`src/design/q2e_pkg.sv`:
```
// shared constants, types and helpers for the quaternion to euler converter
package q2e_pkg;

    localparam int unsigned TableLen = 24;
    localparam int unsigned AngW     = 33;

    localparam logic signed [AngW-1:0] HalfPiQ30 = 33'sd1686629713;

    typedef logic signed [AngW-1:0] t_angle;

    // arctangent of 2^-i in q.30 radians
    function automatic t_angle atan_q30(input logic [4:0] idx);
        t_angle r;
        r = '0;
        unique case (idx)
            5'd0:  r = 33'sd843314857;
            5'd1:  r = 33'sd497837829;
            5'd2:  r = 33'sd263043837;
            5'd3:  r = 33'sd133525159;
            5'd4:  r = 33'sd67021687;
            5'd5:  r = 33'sd33543516;
            5'd6:  r = 33'sd16775851;
            5'd7:  r = 33'sd8388437;
            5'd8:  r = 33'sd4194283;
            5'd9:  r = 33'sd2097149;
            5'd10: r = 33'sd1048576;
            5'd11: r = 33'sd524288;
            5'd12: r = 33'sd262144;
            5'd13: r = 33'sd131072;
            5'd14: r = 33'sd65536;
            5'd15: r = 33'sd32768;
            5'd16: r = 33'sd16384;
            5'd17: r = 33'sd8192;
            5'd18: r = 33'sd4096;
            5'd19: r = 33'sd2048;
            5'd20: r = 33'sd1024;
            5'd21: r = 33'sd512;
            5'd22: r = 33'sd256;
            5'd23: r = 33'sd128;
            default: r = '0;
        endcase
        return r;
    endfunction

endpackage

```
`src/design/q2e_isqrt_cell.sv`:
```
// one restoring square root step: one result bit per cell
module q2e_isqrt_cell #(
    parameter int STEP = 0,
    parameter int RW   = 32,
    parameter int F    = 14
) (
    input  logic                  i_clk,
    input  logic                  i_en,
    input  logic [RW-1:0]         i_rem,
    input  logic [RW-1:0]         i_res,
    input  logic signed [F+1:0]   i_sq,
    input  logic                  i_clamped,
    output logic [RW-1:0]         o_rem,
    output logic [RW-1:0]         o_res,
    output logic signed [F+1:0]   o_sq,
    output logic                  o_clamped
);
    import q2e_pkg::*;

    localparam logic [RW-1:0] Bit = RW'(1) << (RW - 2 - 2 * STEP);

    logic [RW-1:0] r_rem, r_res, n_rem, n_res;
    logic signed [F+1:0] r_sq;
    logic r_cl;

    always_comb begin
        if (i_rem >= i_res + Bit) begin
            n_rem = i_rem - (i_res + Bit);
            n_res = (i_res >> 1) + Bit;
        end else begin
            n_rem = i_rem;
            n_res = i_res >> 1;
        end
    end

    always_ff @(posedge i_clk) begin
        if (i_en) begin
            r_rem <= n_rem;
            r_res <= n_res;
            r_sq  <= i_sq;
            r_cl  <= i_clamped;
        end
    end

    assign o_rem     = r_rem;
    assign o_res     = r_res;
    assign o_sq      = r_sq;
    assign o_clamped = r_cl;
endmodule

```
`config.mk`:
```
export PLATFORM = sky130hd
export DESIGN_NAME = q2e_isqrt_cell
export DESIGN_NICKNAME = d
export VERILOG_FILES = /design/src/design/q2e_pkg.sv /design/src/design/q2e_isqrt_cell.sv
export SDC_FILE = /design/constraint.sdc
export NUM_CORES = 1
export LEC_CHECK = 0
export BUFFER_PORTS_ARGS = -buffer_cell sky130_fd_sc_hd__buf_4
export CORE_MARGIN = 3
export CORE_UTILIZATION = 46
export DETAILED_ROUTE_END_ITERATION = 7
export PLACE_DENSITY = 0.77
export RECOVER_POWER = 50
export SYNTH_ARGS = -nofsm -noshare
export SYNTH_HDL_FRONTEND = slang
export SYNTH_SLANG_ARGS = --single-unit
```
`constraint.sdc`:
```
create_clock -name i_clk -period 2.5 [get_ports i_clk]
set_input_delay 0.25 -clock i_clk [delete_from_list [all_inputs] [get_ports i_clk]]
set_output_delay 0.25 -clock i_clk [all_outputs]
set_load 0.05 [all_outputs]
```
==> metrics.cfg <==
[outcome]
status = complete, but fails checks
violations = capacitance limit, slew limit

[sta]
setup_viol = 0
whs_ns = 0.0788
rsz0062_at_grt = no
worst_pin_slew_ns = 2.22
fin_crit_ns = 2.38
fin_crit_sh_pct = 95.1
slew_viol_final = 41
relSlewSlack_pct = -48.1
fmax_ghz = 0.420
hold_violations = 0

[logic_synthesis]
synth.area.top_cells = edfxtp_1 50%, ha_1 8.2%, a21oi_1 4.1%
netlist.area_leader.share_pct = 50.0
synthArstFlopShare_pct = 0
synth_seq_cells = 81
yosysSeqAreaShare_pct = 50.0
synth-simple-area-share_pct = 13.4
synth.distinct_cells = 58
syn_avg_cell_area_um2 = 10.6
synth_top_family_by_area = compound AO/OA/AOI/OAI gates
synth_top_area_cell = edfxtp_1
syn-cell-area_um2 = 4860
ys_warn_count = 0
yosysMostFrequentCell = edfxtp_1
synth-xor-area-share_pct = 4.14
synth_edf_count = 81
synthCells = 459
synthMuxAreaShare_pct = 0.232
yosys-top-cells-count = 81 x edfxtp_1, 43 x nor2_1, 41 x inv_1
synth_ff_type = edfxtp_1
synth_compound_area_share_pct = 18.3
synthAdderAreaFrac_pct = 8.64
synth_nets = 575

[route]
vias = 4428
ant_nets = 0
avgRoutedWirePerCell_um = 16.6
firstDrtPassIters = 4
initialDrtViolationCount = 224
drc = 0
wl_um = 13700
vias_per_cell = 5.35

[run]
drv_cap = 1

[floorplanning]
ios = 164
core-area_um2 = 10000
start_util_pct = 48.4
die_y_um = 109
design.die.area_um2 = 11800
rows = 36
dieWidth_um = 109

[clock_tree]
holdBufCountCts = 0
cts_buffers = 9
clock_sinks = 81
clk_path_buf_depth = 2
cts.reportedPaths.clkPinSlew_ns = 0.09
cts.htree.levels = 3
cts_tree = done
root_buffer = clkbuf_8

[grt]
grt_max_degree = 42
grt_pass1_wl_um = 21800
antenna_found_initial = 0
grt_pass1_vias = 4467
overflow = 0
grtUsageTotal_pct = 23.5

[cells_and_area]
diodes = 0
post-route-cell-area_um2 = 6980
area_delta_synth_final_pct = 43.4
drive_gt1_share_pct = 38.5
final_nets = 805

[placed_design]
gp_congestion = 0.847
io_buffers = 163
placed_cell_area_um2 = 6790
dpl.hpwl_um = 10900

[critical_path]
crit_path_cell_trace = clkbuf_1 -> inv_6 -> ha_4 -> nand3_1 -> o21bai_1 -> a2111o_1 -> and3_1 -> a211o_1 -> a311oi_2 -> or4_1 -> nand3_1
cp_slowest_cell = a2111o_1
crit_required_ns = 2.61
cp_num_buf_inv = 2
critPathTopFamily = compound AO/OA/AOI/OAI gates
worstSetupPathType = input pin to register
max_stage_delay_ns = 0.40
cpMostUsedCell = nand3_1
critPathCaptureType = register
start_kind = input pin
crit_fanout = 5
critPathArrivalTime_ns = 2.49

[pwr]
power_density_nw_per_um2 = 654
leakage_nw = 3.14
vdd_ir_drop_max_uv = 379

[min_path]
hp-class = input pin to register

[cell families after synthesis]
logic type | after synthesis
multiplexers | 1
AO/OA/AOI/OAI | 131
adder cells (fa/ha/maj) | 33
flip-flops | 81
buffers and inverters | 55
XOR/XNOR | 23
AND/OR/NAND/NOR | 135
[report_power, final]
group          internal, mW  switching (mW)
registers              1.68          0.0452
logic                 0.659            1.10
clock network         0.563           0.509
total                  2.90            1.66
[worst paths after layout]
check	startpoint	slack, ns	cells after the start	end
min	i_sq[12]	0.08	1	o_sq[12]
max	i_res[11]	0.12	11	o_rem[31]
[flip-flops by register name (all words and copies together), names as in the netlist]
name / flops
o_clamped: 1
o_rem: 32
o_sq: 16
o_res: 32
[layout by cell type (no fill, tap or decap), drive strengths merged, types with 12 or more instances in the layout]
master	instances
buf	188
nor2	43
xnor2	14
nand2	39
clkbuf	54
o21ai	20
edfxtp	81
nand3	12
inv	42
a21oi	44
a21o	14
ha	32
[repair_timing]
item                                    4_1_cts  5_1_grt
buffers inserted                              0        0
endpoints found under the setup margin        0        3
endpoints found under the hold margin         0        0
resized for setup                             0        3
[per-layer routing]
layer,wire (um),track usage (%),vias up
met5,0,0,-
met4,205,7.12,0
met3,764,4.32,16
met2,7050,41.0,164
met1,5710,29.7,2092
li1,-,-,2156
[area by class of cell]
| class | count | area [um2] |
|---|---|---|
| Fill cell | 785 | 3070 |
| Sequential cell | 81 | 2430 |
| Multi-Input combinational cell | 323 | 2270 |
| Timing Repair Buffer | 233 | 1730 |
| Tap cell | 133 | 166 |
| Inverter | 41 | 159 |
| Clock buffer | 9 | 124 |
| Clock inverter | 7 | 93.8 |
[stage by stage]
step / total power [mW] / TNS, ns / setup slack (ns) / util [%] / instances
after floorplan: 2.87 / 0 / 0.000916 / - / 459
after global placement: 3.49 / -1.23 / -0.182 / 67.6 / 811
after detailed placement: 3.52 / -2.53 / -0.243 / 67.6 / 811
after CTS: 4.59 / 0 / 0.154 / 69.7 / 827
after global routing: 4.78 / 0 / 0.00338 / 69.4 / 827
final: 4.56 / 0 / 0.121 / 69.4 / 827
Power figures use the tool's default switching activity.
