$ cat src/design/q2e_pkg.sv
// shared constants, types and helpers for the quaternion to euler converter
package q2e_pkg;

    localparam int unsigned TableLen = 24;
    localparam int unsigned AngW     = 33;

    localparam logic signed [AngW-1:0] HalfPiQ30 = 33'sd1686629713;

    typedef logic signed [AngW-1:0] t_angle;

    // arctangent of 2^-i in q.30 radians
    function automatic t_angle atan_q30(input logic [4:0] idx);
        t_angle r;
        r = '0;
        unique case (idx)
            5'd0:  r = 33'sd843314857;
            5'd1:  r = 33'sd497837829;
            5'd2:  r = 33'sd263043837;
            5'd3:  r = 33'sd133525159;
            5'd4:  r = 33'sd67021687;
            5'd5:  r = 33'sd33543516;
            5'd6:  r = 33'sd16775851;
            5'd7:  r = 33'sd8388437;
            5'd8:  r = 33'sd4194283;
            5'd9:  r = 33'sd2097149;
            5'd10: r = 33'sd1048576;
            5'd11: r = 33'sd524288;
            5'd12: r = 33'sd262144;
            5'd13: r = 33'sd131072;
            5'd14: r = 33'sd65536;
            5'd15: r = 33'sd32768;
            5'd16: r = 33'sd16384;
            5'd17: r = 33'sd8192;
            5'd18: r = 33'sd4096;
            5'd19: r = 33'sd2048;
            5'd20: r = 33'sd1024;
            5'd21: r = 33'sd512;
            5'd22: r = 33'sd256;
            5'd23: r = 33'sd128;
            default: r = '0;
        endcase
        return r;
    endfunction

endpackage

$ cat src/design/q2e_cordic_cell.sv
// one vectoring cordic stage, registered, with its own valid bit
module q2e_cordic_cell #(
    parameter int STEP = 0,
    parameter int VW   = 20
) (
    input  logic                  i_clk,
    input  logic                  i_rst_n,
    input  logic                  i_en,
    input  logic                  i_valid,
    input  logic signed [VW-1:0]  i_x,
    input  logic signed [VW-1:0]  i_y,
    input  q2e_pkg::t_angle       i_acc,
    output logic                  o_valid,
    output logic signed [VW-1:0]  o_x,
    output logic signed [VW-1:0]  o_y,
    output q2e_pkg::t_angle       o_acc
);
    import q2e_pkg::*;

    logic signed [VW-1:0] r_x, r_y, n_x, n_y;
    t_angle               r_acc, n_acc;
    logic                 r_valid;
    logic signed [VW-1:0] dx, dy;

    always_comb begin
        dx = i_y >>> STEP;
        dy = i_x >>> STEP;
        if (i_y > 0) begin
            n_x   = i_x + dx;
            n_y   = i_y - dy;
            n_acc = i_acc + atan_q30(5'(STEP));
        end else begin
            n_x   = i_x - dx;
            n_y   = i_y + dy;
            n_acc = i_acc - atan_q30(5'(STEP));
        end
    end

    always_ff @(posedge i_clk) begin
        if (!i_rst_n) begin
            r_valid <= 1'b0;
        end else if (i_en) begin
            r_valid <= i_valid;
        end
        if (i_en) begin
            r_x   <= n_x;
            r_y   <= n_y;
            r_acc <= n_acc;
        end
    end

    assign o_valid = r_valid;
    assign o_x     = r_x;
    assign o_y     = r_y;
    assign o_acc   = r_acc;
endmodule

$ cat src/design/q2e_atan2_chain.sv
// atan2 as a row of cordic cells, with quadrant fold in front and rounding behind
module q2e_atan2_chain #(
    parameter int STEPS = 16,
    parameter int VW    = 20,
    parameter int OW    = 16,
    parameter int LIM   = 25736
) (
    input  logic                 i_clk,
    input  logic                 i_rst_n,
    input  logic                 i_en,
    input  logic                 i_valid,
    input  logic signed [VW-1:0] i_y,
    input  logic signed [VW-1:0] i_x,
    output logic                 o_valid,
    output logic signed [OW-1:0] o_angle
);
    import q2e_pkg::*;

    localparam int N = (STEPS < TableLen) ? STEPS : TableLen;

    logic                 v_vld [N+1];
    logic signed [VW-1:0] v_x   [N+1];
    logic signed [VW-1:0] v_y   [N+1];
    t_angle               v_acc [N+1];
    logic                 zz;

    always_comb begin
        zz = (i_x == '0) && (i_y == '0);
        v_vld[0] = i_valid;
        v_x[0]   = i_x;
        v_y[0]   = i_y;
        v_acc[0] = '0;
        if (i_x < 0) begin
            if (i_y >= 0) begin
                v_x[0] = i_y; v_y[0] = -i_x; v_acc[0] = HalfPiQ30;
            end else begin
                v_x[0] = -i_y; v_y[0] = i_x; v_acc[0] = -HalfPiQ30;
            end
        end
    end

    logic r_zz_line [N];

    for (genvar g = 0; g < N; g++) begin : g_cell
        q2e_cordic_cell #(.STEP(g), .VW(VW)) u_cell (
            .i_clk(i_clk), .i_rst_n(i_rst_n), .i_en(i_en),
            .i_valid(v_vld[g]), .i_x(v_x[g]), .i_y(v_y[g]), .i_acc(v_acc[g]),
            .o_valid(v_vld[g+1]), .o_x(v_x[g+1]), .o_y(v_y[g+1]), .o_acc(v_acc[g+1])
        );
        always_ff @(posedge i_clk) begin
            if (i_en) r_zz_line[g] <= (g == 0) ? zz : r_zz_line[(g == 0) ? 0 : g-1];
        end
    end

    t_angle rnd;
    always_comb begin
        rnd = (v_acc[N] + t_angle'(33'sd65536)) >>> 17;
        if (r_zz_line[N-1])      o_angle = '0;
        else if (rnd > LIM)      o_angle = OW'(LIM);
        else if (rnd < -LIM)     o_angle = OW'(-LIM);
        else                     o_angle = OW'(rnd);
    end
    assign o_valid = v_vld[N];
endmodule

$ cat config.mk
export PLATFORM = sky130hd
export DESIGN_NAME = q2e_atan2_chain
export DESIGN_NICKNAME = d
export VERILOG_FILES = /design/src/design/q2e_pkg.sv /design/src/design/q2e_cordic_cell.sv /design/src/design/q2e_atan2_chain.sv
export SDC_FILE = /design/constraint.sdc
export NUM_CORES = 2
export LEC_CHECK = 0
export ABC_CLOCK_PERIOD_IN_PS = 11170
export BUFFER_PORTS_ARGS = -buffer_cell sky130_fd_sc_hd__buf_4
export CAP_MARGIN = 20
export CORE_UTILIZATION = 25
export DETAILED_ROUTE_END_ITERATION = 8
export GPL_ROUTABILITY_DRIVEN = 0
export GPL_TIMING_DRIVEN = 0
export PLACE_DENSITY_LB_ADDON = 0.05
export SLEW_MARGIN = 30
export SYNTH_ARGS = -nofsm -noshare
export SYNTH_HDL_FRONTEND = slang
export SYNTH_HIERARCHICAL = 1
export SYNTH_SLANG_ARGS = --single-unit
$ cat constraint.sdc
create_clock -name i_clk -period 11.17 [get_ports i_clk]
set_clock_uncertainty 0.2 [all_clocks]
set_input_delay 0.5585 -clock i_clk [delete_from_list [all_inputs] [get_ports i_clk]]
set_output_delay 0.5585 -clock i_clk [all_outputs]
set_load 0.05 [all_outputs]
==> flow_metrics.env <==
export IMPL_status="completed"
export IMPL_dr_pass1_iters=5
export IMPL_cts_max_level=4
export IMPL_fp_dieArea_um2=359000
export IMPL_hold_viol_final=0
export IMPL_drv_cap=0
export IMPL_final_cell_area_um2=101000
export IMPL_critPathMaxStageDelay_ns=0.80
export IMPL_critPathLaunchType="register"
export IMPL_fin_nets=10700
export IMPL_crit_chain="inv_1 -> ha_1 -> or3b_1 -> buf_2 -> nor4_4 -> a21oi_2 -> inv_1 -> buf_2 -> buf_1 -> buf_1 -> buf_2 -> nor2_1 -> xnor2_1 -> ha_1 -> a21o_1 -> a21oi_1 -> o21ai_0 -> a2111oi_0 -> o31ai_1 -> o211a_1 -> o21a_1 -> o21a_1 -> o41a_1 -> xor2_1"
export IMPL_drcViolationCount=0
export IMPL_io_pins=61
export IMPL_syn_area_per_cell_um2=9.47
export IMPL_fin_crit_ns=8.20
export IMPL_required_ns=11.53
export IMPL_slowest_stage="a2111oi_0"
export IMPL_dp_hpwl_um=222000
export IMPL_fp_row_count=218
export IMPL_max_slew_margin_rel=0.329
export IMPL_cp_arrival_ns=8.56
export IMPL_grt_pass1_vias=71300
export IMPL_cts_root_buf="clkbuf_16"
export IMPL_routed_wl_um=276000
export IMPL_wire_per_inst_um=19.0
export IMPL_core_area_um2=354000
export IMPL_cts_buffer_depth=4
export IMPL_period_share=0.734
export IMPL_antenna_found_initial=1
export IMPL_synth_net_count=10500
export IMPL_yosys_warnings=6
export IMPL_cts_resized=0
export IMPL_cts_tree="yes"
export IMPL_grt_max_degree=125
export IMPL_numPortBuffers=60
export IMPL_grt_pass1_wl_um=423000
export IMPL_setup_slack_ns=2.97
export IMPL_dpl_worst_slack_ns=2.82
export IMPL_worstHoldPathType="reg -> reg"
export IMPL_clkTransAtPathRegs_ns=0.06
export IMPL_grt_ovfl_total=0
export IMPL_clock_latency_ns=0.85
export IMPL_fp_dieW_um=599
export IMPL_start_util=0.252
export IMPL_drive_gt1_frac=0.0624
export IMPL_setup_viol=0
export IMPL_path_class="reg -> reg"
export IMPL_postSynthCellCount=9420
export IMPL_max_slew_worst_pin_slew_ns=1.01
export IMPL_antenna_left=0
export IMPL_grt_usage=0.149
export IMPL_drt_initial_drc_count=3687
export IMPL_vias_per_cell=4.87
export IMPL_endpoint_kind="register"
export IMPL_rsz0062_at_grt="no"
export IMPL_max_freq_mhz=122
export IMPL_syn_area_um2=89200
export IMPL_drv_slew=0
export IMPL_area_delta_synth_final_pct=13.5
export IMPL_cts_made_buffers=154
export IMPL_crit_top_cell="buf_2"
export IMPL_num_vias=70700
export IMPL_die_y_um=599
export IMPL_cts_sinks=1019
export IMPL_dpl_cell_area_um2=96000
export IMPL_worstPathMaxFanout=18
-- state kept, by name, indices dropped and copies added, names as in the netlist --
name                   count
g_cell.u_cell/o_y        299
g_cell.u_cell/o_valid     16
g_cell.u_cell/o_x        266
g_cell.u_cell/o_acc      422
r_zz_line                 16
-- final timing paths --
kind                                               from                       end  slack, ns  cells past startpoint
worst max-delay path            g_cell[5].u_cell/o_y[6]  g_cell[6].u_cell/o_x[18]       2.97                     24
worst min register to register          r_zz_line[0][7]           r_zz_line[1][0]       0.20                      0
worst max register to register  g_cell[5].u_cell/o_y[6]  g_cell[6].u_cell/o_x[18]       2.97                     24
worst min-delay path                    r_zz_line[0][7]           r_zz_line[1][0]       0.20                      0
-- metrics by stage --
| stage | hold slack [ns] | setup TNS (ns) | std cells | utilization |
|---|---|---|---|---|
| final | 0.199 | 0 | 14500 | 0.286 |
| after global routing | 0.187 | 0 | 14500 | 0.286 |
| after CTS | 0.175 | 0 | 14500 | 0.286 |
| after detailed placement | 0.205 | 0 | 14200 | 0.271 |
| after global placement | 0.205 | -493.33 | 14200 | 0.270 |
| after floorplan | 0.200 | 0 | 9420 | - |
-- what timing repair did --
action | CTS | global route
endpoints found under the hold margin | 72 | 0
buffers inserted | 0 | 0
hold buffers | 7 | 0
-- cell type report --
cell class,count,area (um2)
well taps,4730,5920
plain buffers,250,1220
multi-input cells,7707,55900
diodes,2,5.00
inverters,444,1700
repair buffers,85,982
flip-flops and latches,1019,30400
clock buffers,176,3980
clock inverters,99,1120
fillers,37100,253000
-- routing by layer --
layer	track usage	vias to the layer above	share of wire
li1	-	35800	-
met4	0.0426	0	0.027
met5	0	-	0
met3	0.0143	336	0.025
met1	0.177	33600	0.43
met2	0.281	919	0.52
-- layout by cell type, fill, tap and decap left out, types with 118 or more instances in the layout --
cell       count
a211oi_1     118
a21o_1       340
a21oi_1      920
clkbuf_1     168
clkbuf_16    156
edfxtp_1    1003
ha_1         971
inv_1        430
nand2_1      570
nand3_1      199
nor2_1       717
nor3_1       220
o21a_1       121
o21ai_0      483
xnor2_1      776
xor2_1       364
-- critical path: cells and delay by family (launching register included) --
kind,cells,cell delay (ns)
AO/OA/AOI/OAI,10,2.85
buffers and inverters,7,2.37
AND/OR/NAND/NOR,3,0.86
XOR/XNOR,2,0.57
adder cells (fa/ha/maj),2,0.53
flip-flops,1,0.52
Power is left out: the tool's default activity adds up to more than one toggle a clock period on the data nets, which glitch-free logic cannot reach.
